**src/design/ems_pfm_pkg.sv**
```systemverilog
package ems_pfm_pkg;

    localparam int BASE_PAGES = 24;
    localparam int CARD_PAGES = 192;

    localparam int NUM_PAGE_REGS = 8;
    localparam int NUM_SLOTS     = 4;
    localparam int ADDR_W        = 22;
    localparam int SLOT_OFS_W    = 14;

    localparam logic [ADDR_W-1:0] BASE_PAGE_ORIGIN = 22'h0A0000;
    localparam logic [ADDR_W:0]   CARD_TOP         = 23'h400000;
    localparam logic [3:0]        WINDOW_SEG       = 4'hD;

    typedef enum logic [1:0] {
        CMD_PORT_RD = 2'd0,
        CMD_PORT_WR = 2'd1,
        CMD_MEM_RD  = 2'd2,
        CMD_MEM_WR  = 2'd3
    } cmd_t;

    localparam logic [9:0] BASE_LIMIT = 10'(BASE_PAGES);
    localparam logic [9:0] CARD_LIMIT = 10'(BASE_PAGES + CARD_PAGES);

    // Translates a page register write into a slot base; zero means unmapped.
    function automatic logic [ADDR_W-1:0] page_to_base(
        input logic       bank,
        input logic [7:0] value,
        input logic       card_en
    );
        logic [9:0]      page;
        logic [9:0]      card_idx;
        logic [ADDR_W:0] card_off;
        logic [ADDR_W:0] base_sum;
        page     = {1'b0, bank, value[6:0]};
        card_idx = page - BASE_LIMIT + 10'd1;
        card_off = {card_idx[8:0], SLOT_OFS_W'(0)};
        base_sum = {1'b0, BASE_PAGE_ORIGIN} + {4'd0, page[4:0], SLOT_OFS_W'(0)};
        if (!value[7])
        begin
            page_to_base = '0;
        end
        else if (page < BASE_LIMIT)
        begin
            page_to_base = base_sum[ADDR_W-1:0];
        end
        else if (card_en && (page < CARD_LIMIT) && (card_idx[9] == 1'b0)
                 && (card_off < CARD_TOP))
        begin
            page_to_base = ADDR_W'(CARD_TOP - card_off);
        end
        else
        begin
            page_to_base = '0;
        end
    endfunction

endpackage

```
**src/design/ems_pfm_if.sv**
```systemverilog
interface ems_pfm_req_if;
    logic        valid;
    logic        ready;
    logic [1:0]  cmd;
    logic [15:0] io_port;
    logic [19:0] mem_addr;
    logic [7:0]  wdata;

    modport source (output valid, cmd, io_port, mem_addr, wdata, input ready);
    modport sink (input valid, cmd, io_port, mem_addr, wdata, output ready);
endinterface

interface ems_pfm_rsp_if;
    logic        valid;
    logic        ready;
    logic [7:0]  reg_rdata;
    logic        hit;
    logic [21:0] backing_addr;
    logic        mem_write_enable;
    logic [7:0]  mem_wdata;

    modport source (output valid, reg_rdata, hit, backing_addr, mem_write_enable, mem_wdata,
                    input ready);
    modport sink (input valid, reg_rdata, hit, backing_addr, mem_write_enable, mem_wdata,
                  output ready);
endinterface

```
**src/design/ems_page_frame_mapper_core.sv**
```systemverilog
// Channel   Direction  Contents
// req       in         cmd, io_port, mem_addr, wdata (valid/ready)
// rsp       out        reg_rdata, hit, backing_addr, mem_write_enable, mem_wdata
// apb       in         card_enable at byte address 0
//
// Each transaction has an accept step and an execute step: accepting issues the page register
// and slot base memory reads, and execute uses the read data and writes back.
// A finished result waits in the output register; a new request is accepted
// meanwhile and stalls in the execute state only if that register is still full.
// Reset clears all page registers and slot bases through per-entry valid bits.
module ems_page_frame_mapper_core
    import ems_pfm_pkg::*;
(
    input  logic                clk,
    input  logic                rst_n,
    ems_pfm_req_if.sink         req,
    ems_pfm_rsp_if.source       rsp,
    input  logic                psel,
    input  logic                penable,
    input  logic                pwrite,
    input  logic [2:0]          paddr,
    input  logic [31:0]         pwdata,
    output logic [31:0]         prdata,
    output logic                pready
);

    typedef enum logic [1:0] {
        ST_IDLE = 2'b01,
        ST_EXEC = 2'b10
    } state_t;

    state_t state_reg, state_next;
    logic   card_en_reg;

    logic [7:0]        page_mem [NUM_PAGE_REGS];
    logic [ADDR_W-1:0] slot_mem [NUM_SLOTS];
    logic [NUM_PAGE_REGS-1:0] page_vld_reg;
    logic [NUM_SLOTS-1:0]     slot_vld_reg;

    logic [1:0]        cmd_reg;
    logic [2:0]        ridx_reg;
    logic [19:0]       addr_reg;
    logic [7:0]        wdata_reg;
    logic [7:0]        page_rd_reg;
    logic [ADDR_W-1:0] slot_rd_reg;
    logic              page_ok_reg;
    logic              slot_ok_reg;

    logic              out_valid_reg, out_valid_next;
    logic [7:0]        reg_rdata_reg, reg_rdata_next;
    logic              hit_reg, hit_next;
    logic [ADDR_W-1:0] backing_reg, backing_next;
    logic              mwe_reg, mwe_next;
    logic [7:0]        mwdata_reg, mwdata_next;

    logic              in_fire;
    logic              advance;
    logic [2:0]        in_ridx;
    logic [1:0]        in_slot;
    logic              page_wr;
    logic [ADDR_W-1:0] new_base;
    logic [7:0]        page_val;
    logic [ADDR_W-1:0] slot_val;
    logic              in_window;
    logic [ADDR_W-1:0] xlat_addr;
    logic              cfg_wr;

    assign pready  = 1'b1;
    assign cfg_wr  = psel && penable && pwrite && (paddr[2] == 1'b0);
    assign prdata  = (paddr[2] == 1'b0) ? {31'd0, card_en_reg} : 32'd0;

    assign req.ready = (state_reg == ST_IDLE);
    assign in_fire   = req.valid && req.ready;
    assign advance   = (state_reg == ST_EXEC) && (!out_valid_reg || rsp.ready);

    assign in_ridx = {req.io_port[4], req.io_port[15:14]};
    // Port writes do not use the slot memory read data, so the read slot index comes from the address.
    assign in_slot = req.mem_addr[15:14];

    assign page_wr  = advance && (cmd_t'(cmd_reg) == CMD_PORT_WR);
    assign new_base = page_to_base(ridx_reg[2], wdata_reg, card_en_reg);

    assign page_val  = page_ok_reg ? page_rd_reg : 8'd0;
    assign slot_val  = slot_ok_reg ? slot_rd_reg : '0;
    assign in_window = (addr_reg[19:16] == WINDOW_SEG) && (slot_val != '0);
    assign xlat_addr = slot_val + ADDR_W'(addr_reg[SLOT_OFS_W-1:0]);

    always_comb
    begin
        state_next     = state_reg;
        out_valid_next = out_valid_reg;
        if (rsp.ready)
        begin
            out_valid_next = 1'b0;
        end
        case (state_reg)
            ST_IDLE:
            begin
                if (in_fire)
                begin
                    state_next = ST_EXEC;
                end
            end
            ST_EXEC:
            begin
                if (advance)
                begin
                    state_next     = ST_IDLE;
                    out_valid_next = 1'b1;
                end
            end
            default:
            begin
                state_next = ST_IDLE;
            end
        endcase
    end

    always_ff @(posedge clk or negedge rst_n)
    begin
        if (!rst_n)
        begin
            state_reg     <= ST_IDLE;
            out_valid_reg <= 1'b0;
            card_en_reg   <= 1'b0;
            page_vld_reg  <= '0;
            slot_vld_reg  <= '0;
        end
        else
        begin
            state_reg     <= state_next;
            out_valid_reg <= out_valid_next;
            if (cfg_wr)
            begin
                card_en_reg <= pwdata[0];
            end
            if (page_wr)
            begin
                page_vld_reg[ridx_reg]      <= 1'b1;
                slot_vld_reg[ridx_reg[1:0]] <= 1'b1;
            end
        end
    end

    // Page register and slot base memories, read into registers when a request is accepted.
    always_ff @(posedge clk)
    begin
        if (page_wr)
        begin
            page_mem[ridx_reg]      <= wdata_reg;
            slot_mem[ridx_reg[1:0]] <= new_base;
        end
        if (in_fire)
        begin
            cmd_reg     <= req.cmd;
            ridx_reg    <= in_ridx;
            addr_reg    <= req.mem_addr;
            wdata_reg   <= req.wdata;
            page_rd_reg <= page_mem[in_ridx];
            slot_rd_reg <= slot_mem[in_slot];
            page_ok_reg <= page_vld_reg[in_ridx];
            slot_ok_reg <= slot_vld_reg[in_slot];
        end
    end

    always_comb
    begin
        reg_rdata_next = 8'd0;
        hit_next       = 1'b0;
        backing_next   = '0;
        mwe_next       = 1'b0;
        mwdata_next    = 8'd0;
        case (cmd_t'(cmd_reg))
            CMD_PORT_RD:
            begin
                reg_rdata_next = page_val;
            end
            CMD_MEM_RD, CMD_MEM_WR:
            begin
                if (in_window)
                begin
                    hit_next     = 1'b1;
                    backing_next = xlat_addr;
                    if (cmd_t'(cmd_reg) == CMD_MEM_WR)
                    begin
                        mwe_next    = 1'b1;
                        mwdata_next = wdata_reg;
                    end
                end
            end
            default:
            begin
                reg_rdata_next = 8'd0;
            end
        endcase
    end

    always_ff @(posedge clk)
    begin
        if (advance)
        begin
            reg_rdata_reg <= reg_rdata_next;
            hit_reg       <= hit_next;
            backing_reg   <= backing_next;
            mwe_reg       <= mwe_next;
            mwdata_reg    <= mwdata_next;
        end
    end

    assign rsp.valid            = out_valid_reg;
    assign rsp.reg_rdata        = reg_rdata_reg;
    assign rsp.hit              = hit_reg;
    assign rsp.backing_addr     = backing_reg;
    assign rsp.mem_write_enable = mwe_reg;
    assign rsp.mem_wdata        = mwdata_reg;

endmodule

```
**src/flat_wrapper.sv**
```systemverilog
// flat-port wrapper written by rule: the top's interface ports become plain ports
module ems_page_frame_mapper_core_flat import ems_pfm_pkg::*;
  (clk, rst_n, psel, penable, pwrite, paddr, pwdata, prdata, pready, req_valid, req_cmd, req_io_port, req_mem_addr, req_wdata, req_ready, rsp_valid, rsp_reg_rdata, rsp_hit, rsp_backing_addr, rsp_mem_write_enable, rsp_mem_wdata, rsp_ready);
  ems_pfm_req_if req_i ();
  ems_pfm_rsp_if rsp_i ();
  input  logic clk;
  input  logic rst_n;
  input  logic psel;
  input  logic penable;
  input  logic pwrite;
  input  logic [2:0] paddr;
  input  logic [31:0] pwdata;
  output logic [31:0] prdata;
  output logic pready;
  input wire logic [$bits(req_i.valid)-1:0] req_valid;
  input wire logic [$bits(req_i.cmd)-1:0] req_cmd;
  input wire logic [$bits(req_i.io_port)-1:0] req_io_port;
  input wire logic [$bits(req_i.mem_addr)-1:0] req_mem_addr;
  input wire logic [$bits(req_i.wdata)-1:0] req_wdata;
  output wire logic [$bits(req_i.ready)-1:0] req_ready;
  output wire logic [$bits(rsp_i.valid)-1:0] rsp_valid;
  output wire logic [$bits(rsp_i.reg_rdata)-1:0] rsp_reg_rdata;
  output wire logic [$bits(rsp_i.hit)-1:0] rsp_hit;
  output wire logic [$bits(rsp_i.backing_addr)-1:0] rsp_backing_addr;
  output wire logic [$bits(rsp_i.mem_write_enable)-1:0] rsp_mem_write_enable;
  output wire logic [$bits(rsp_i.mem_wdata)-1:0] rsp_mem_wdata;
  input wire logic [$bits(rsp_i.ready)-1:0] rsp_ready;
  assign req_i.valid = req_valid;
  assign req_i.cmd = req_cmd;
  assign req_i.io_port = req_io_port;
  assign req_i.mem_addr = req_mem_addr;
  assign req_i.wdata = req_wdata;
  assign req_ready = req_i.ready;
  assign rsp_valid = rsp_i.valid;
  assign rsp_reg_rdata = rsp_i.reg_rdata;
  assign rsp_hit = rsp_i.hit;
  assign rsp_backing_addr = rsp_i.backing_addr;
  assign rsp_mem_write_enable = rsp_i.mem_write_enable;
  assign rsp_mem_wdata = rsp_i.mem_wdata;
  assign rsp_i.ready = rsp_ready;
  ems_page_frame_mapper_core u_core (.clk(clk), .rst_n(rst_n), .req(req_i), .rsp(rsp_i), .psel(psel), .penable(penable), .pwrite(pwrite), .paddr(paddr), .pwdata(pwdata), .prdata(prdata), .pready(pready));
endmodule
```
**config.mk**
```make
export PLATFORM = sky130hd
export DESIGN_NAME = ems_page_frame_mapper_core_flat
export DESIGN_NICKNAME = d
export VERILOG_FILES = /design/src/design/ems_pfm_pkg.sv /design/src/design/ems_pfm_if.sv /design/src/design/ems_page_frame_mapper_core.sv /design/src/flat_wrapper.sv
export SDC_FILE = /design/constraint.sdc
export NUM_CORES = 1
export LEC_CHECK = 0
export BUFFER_PORTS_ARGS = -buffer_cell sky130_fd_sc_hd__buf_4
export CORE_ASPECT_RATIO = 1.4
export CORE_MARGIN = 2
export CORE_UTILIZATION = 45
export CTS_BUF_LIST = sky130_fd_sc_hd__clkbuf_2
export DETAILED_ROUTE_END_ITERATION = 16
export MAX_ROUTING_LAYER = met4
export PLACE_DENSITY = 0.68
export REMOVE_ABC_BUFFERS = 1
export SLEW_MARGIN = 15
export SYNTH_ARGS = -nofsm -noshare
export SYNTH_HDL_FRONTEND = slang
export SYNTH_SLANG_ARGS = --single-unit
export TNS_END_PERCENT = 100
```
**constraint.sdc**
```tcl
create_clock -name clk -period 6.3 [get_ports clk]
set_clock_uncertainty 0.05 [all_clocks]
set_input_delay 0.63 -clock clk [delete_from_list [all_inputs] [get_ports clk]]
set_output_delay 0.63 -clock clk [all_outputs]
set_load 0.05 [all_outputs]
```
* Word-level counts from Yosys, hierarchy flattened
Memory sizes are Yosys's and may differ from the RTL's. A register that Yosys moved wholly into a read port is not among the register bits. Cells that the tools add are included.
Operators by class: bitwise logic cells 4, magnitude comparators 9, add/sub/neg operators 5, equal/unequal tests 8, reduce and logical (&&, ||, !) cells 21, muxes and demuxes 23
Operators by type and width (count):
- 2-to-1 mux 22 bit | 4
- less-than comparator 23 bit (second input constant) | 1
- adder 22 x 14 -> 22 bit | 1
- nonzero test 22 bit | 1
- subtractor 1 x 22 -> 22 bit (first input constant) | 1
- adder 20 x 19 -> 21 bit (first input constant) | 1
- logical AND 1 bit | 12
- 2-to-1 mux 1 bit | 12
- adder 10 x 1 -> 10 bit (second input constant) | 1
- subtractor 8 x 5 -> 9 bit (second input constant) | 1
- less-than comparator 3 x 4 -> 1 bit (second input constant) | 2
- less-than comparator 8 x 5 -> 1 bit (second input constant) | 1
- less-than comparator 8 bit (second input constant) | 1
- OR 8 bit | 1
- == test 2 bit (second input constant) | 3
- less-than comparator 2 x 3 -> 1 bit (second input constant) | 2
- AND reduction 2 bit | 3
- == test 2 x 1 -> 1 bit (second input constant) | 2
- == test 4 bit (second input constant) | 1
- 2-to-1 mux 2 bit | 2
- OR 4 bit | 1
- case mux 2 bit (2 select lines) | 1
- binary-select mux 1 bit (select 3 bit) | 1
- demux 1 bit (select 3 bit) | 1
- 12 further kinds | 13
Word-level totals: bits of input ports 88, memories 2, bits in writable memories 152, word-level logic and storage cells 88, register bits 91, output and inout bits 75
Memory list:
- u_core.slot_mem | words 4, width 22, read ports 1, clocked after Yosys merged registers in 1, wr ports 1, line ems_page_frame_mapper_core.sv:36 | logic [ADDR_W-1:0] slot_mem [NUM_SLOTS];
- u_core.page_mem | words 8, width 8, read ports 1, clocked after Yosys merged registers in 1, wr ports 1, line ems_page_frame_mapper_core.sv:35 | logic [7:0] page_mem [NUM_PAGE_REGS];

* Depth between registers and ports, before layout
depth after elaboration 8, depth in mapped cells 9, mapped depth without buffers 8

* Worst setup path before layout
No wires, ideal clock.
kind input-to-reg, from in rsp_ready, to mem u_core.page_mem[1][0] (enable), data required time 5.865 ns, arrival 3.731 ns, setup time 0.385 ns, slack 2.134 ns, stages 5, path buffers 0, path through nand2b_1 > nor2b_1 > and3b_1 > nand2_1 > nor3_1
On the way: word-level cells in the longest chain between the ends 5
Ends and longest elaborated chain:
- start, declared | line flat_wrapper.sv:27 | input wire logic [$bits(rsp_i.ready)-1:0] rsp_ready;
- logical OR 1 bit | line ems_page_frame_mapper_core.sv:74 | assign advance = (state_reg == ST_EXEC) && (!out_valid_reg || rsp.ready);
- logical AND 1 bit | line ems_page_frame_mapper_core.sv:74
- via u_core.advance | line ems_page_frame_mapper_core.sv:57 | logic advance;
- logical AND 1 bit | line ems_page_frame_mapper_core.sv:80 | assign page_wr = advance && (cmd_t'(cmd_reg) == CMD_PORT_WR);
- 2-to-1 mux 1 bit | line ems_page_frame_mapper_core.sv:148 | if (page_wr)
- 2-to-1 mux 1 bit (not written as such) | line ems_page_frame_mapper_core.sv:150 | page_mem[ridx_reg] <= wdata_reg;
- end, declared | line ems_page_frame_mapper_core.sv:35
The timed path passes the listed nets, and every way through them passes these cells.

* Worst setup path in the final report
from reg u_core.state_reg[1], to mem u_core.page_mem[4][0] (enable)
On the way: word-level cells in the longest chain between the ends 5
Ends and longest elaborated chain:
- start, declared | line ems_page_frame_mapper_core.sv:32 | state_t state_reg, state_next;
- start signal, assigned | line ems_page_frame_mapper_core.sv:131 | state_reg <= state_next;
- == test 2 bit | line ems_page_frame_mapper_core.sv:74
- logical AND 1 bit | line ems_page_frame_mapper_core.sv:74
- via u_core.advance | line ems_page_frame_mapper_core.sv:57
- logical AND 1 bit | line ems_page_frame_mapper_core.sv:80
- 2-to-1 mux 1 bit | line ems_page_frame_mapper_core.sv:148
- 2-to-1 mux 1 bit (not written as such) | line ems_page_frame_mapper_core.sv:150
The timed path passes the listed nets, and every way through them passes these cells.

==> impl_metrics.toml <==
[floorplan]
initial_utilization = 0.4600
fp.dieH_um = 161.5
core-area_mm2 = 0.01733
fp.dieArea_mm2 = 0.01881
pin_count = 163
die_w_um = 116.5
num_rows = 57

[placement]
dp_hpwl_um = 9122
pre_cts_ws_ns = 2.631
gp_congestion = 0.8086
dp_cells = 751
portBuffers = 84
placed_area_mm2 = 0.008748

[sta]
fin_crit_sh = 0.5366
worstMarginPinSlew_ns = 1.117
rsz0062_at_grt = "false"
period_needed_ns = 3.380
slew_headroom = 0.2535
timing.final.ws_setup_ns = 2.920
fmaxAchievable_ghz = 0.2958
hold_viol = 0
slew_viol_final = 0
setup_viol = 0
setup_tns_ns = 0

[layout]
layout_commonest_cell = "edfxtp_1"
fin_util = 0.5432
largest_reg_flops = 64
drive_gt1_frac = 0.3544
stdcell_count = 855
nets = 674
regMostFlops = "u_core.page_mem"
area_growth_pct = 18.08
final_cell_area_mm2 = 0.009414
layout_common_cells = "edfxtp_1, buf_4, clkbuf_2"

[cts]
cts-resized-gates = 0
holdBufCountCts = 21
cts_num_sinks = 201
insertion_delay_ns = 0.72
numCtsBuffers = 45
postCtsSetupBuffers = 0
clockBufferDepth = 3
clock_tree.root_cell = "clkbuf_2"
path_clk_slew_ns = 0.10
cts_tree = "yes"
cts_max_level = 2

[outcome]
status = "finished, final reports clean"

[power]
p_clk_frac = 0.314
pwr_density_cell_mw_per_mm2 = 287.2
p_int_w = 0.002006
switching_power_w = 0.0006971
pwr-share-seq = 0.581
p_comb_frac = 0.106
power.leakage_nw = 3.570
vdd_drop_max_mv = 0.1389
swShare = 0.2579

[grt]
grt_use_total = 0.1577
grt_pass1_wl_um = 22080
grt_max_degree = 42
overflow = 0
grt_antenna_before_repair = 1
first_global_vias = 4414

[routing]
vias_per_cell = 4.887
drc = 0
vias = 4178
drt-pass1-iter-count = 4
wl_per_cell_um = 16.61
wl_um = 14200
detail_route.iter0.violations = 230
drtAntennaViolNets = 0

[logic_synthesis]
synth_area_mm2 = 0.007973
ys_ff_latch = 201
synth_top_flop_cell = "edfxtp_1"
synth_cells = 444
ys_seq_area_frac = 0.7472
avgSynthCellArea_um2 = 17.96
yosysWarningCount = 0
async_reset_ff_frac = 0.07960
synth-edff-count = 185
synthDistinctLibCells = 45

[worst_hold_path]
hold_path_class = "input pin to register"

[worst_setup_path]
critPathRequiredTime_ns = 6.56
crit_type = "register to register"
cp-start-kind = "register"
crit_fanout = 41
cp-end-kind = "register"
crit_top_cell = "nand2b_1"
worstPathCellList = "nand2b_1, nor2b_4, and3b_1, nor2b_1, nand2b_1, nor2_1"
slowest_stage = "nor2b_4"
critPathMaxStageDelay_ns = 0.89
critPathArrivalTime_ns = 3.64

[run]
maxCapViolations = 0
[per-stage QoR]
stage                     hold slack (ns)  total power (W)
after floorplan                    0.2844         0.001780
after global placement             0.3850         0.001867
after detailed placement           0.3981         0.001877
after CTS                        0.003152         0.002740
after global routing             0.003473         0.002823
final                             0.07168         0.002703
[per-layer routing]
metal / up-vias / track usage / wire (um)
met5: - / - / 0
met4: 0 / 0.05628 / 214
met3: 16 / 0.03602 / 941
met2: 154 / 0.2743 / 7496
met1: 2071 / 0.1761 / 5547
li1: 1937 / - / -
[worst paths after layout]
kind | from | to | slack, ns | cells past startpoint
hold / removal | req_mem_addr[6] | u_core.addr_reg[6] | 0.07 | 1
min in group asynchronous | rst_n | u_core.slot_vld_reg[3] | 0.23 | 2
setup reg to reg | u_core.state_reg[1] | u_core.page_mem[4][0] | 2.92 | 6
max in group asynchronous | rst_n | u_core.state_reg[0] | 5.70 | 2
hold reg to reg | u_core.page_vld_reg[2] | u_core.page_vld_reg[2] | 0.42 | 1
setup / recovery | u_core.state_reg[1] | u_core.page_mem[4][0] | 2.92 | 6
[power groups by stage]
stage	clock, W	sequential (W)	combinational [W]
2_1_floorplan	0	0.00163	0.000151
3_3_place_gp	0	0.00160	0.000271
3_5_place_dp	0	0.00160	0.000276
4_1_cts	0.000882	0.00157	0.000287
5_1_grt	0.000938	0.00158	0.000307
6_report	0.000848	0.00157	0.000286
[worst max-delay path: cells and delay by family, from the launching register on]
kind             cells  cell delay, ns
and+or+nand+nor      6            2.46
DFF                  1            0.45
[area by class of cell]
| class | count | area, um2 |
|---|---|---|
| sequential | 201 | 5957 |
| fill | 1382 | 7916 |
| clock buffer | 69 | 345.3 |
| multi-input combinational | 220 | 1813 |
| tap | 236 | 295.3 |
| inverter | 6 | 22.52 |
| timing repair buffer | 109 | 870.8 |
| clock inverter | 13 | 107.6 |
| antenna | 1 | 2.502 |
[synth_stat cells, drive strengths merged, types with 9 or more instances]
library cell / number / share of area
edfxtp: 185 / 0.70
buf: 38 / 0.034
and2: 32 / 0.025
mux4: 27 / 0.076
nor2: 16 / 0.0075
dfrtp: 15 / 0.047
and3: 12 / 0.0097
mux2: 10 / 0.014
nand2: 10 / 0.0047
xnor2: 10 / 0.012
clkbuf: 9 / 0.0042
[cell families after synthesis]
group	after synthesis	synth area share
DFF	201	0.7472
buffers and inverters	53	0.04143
AOI/OAI and AO/OA	22	0.01821
and+or+nand+nor	114	0.08302
muxes	37	0.09040
adders and majority gates	3	0.004709
xor gates and xnor gates	12	0.01413
other	2	0.0009420
(Power assumes the default switching activity.)
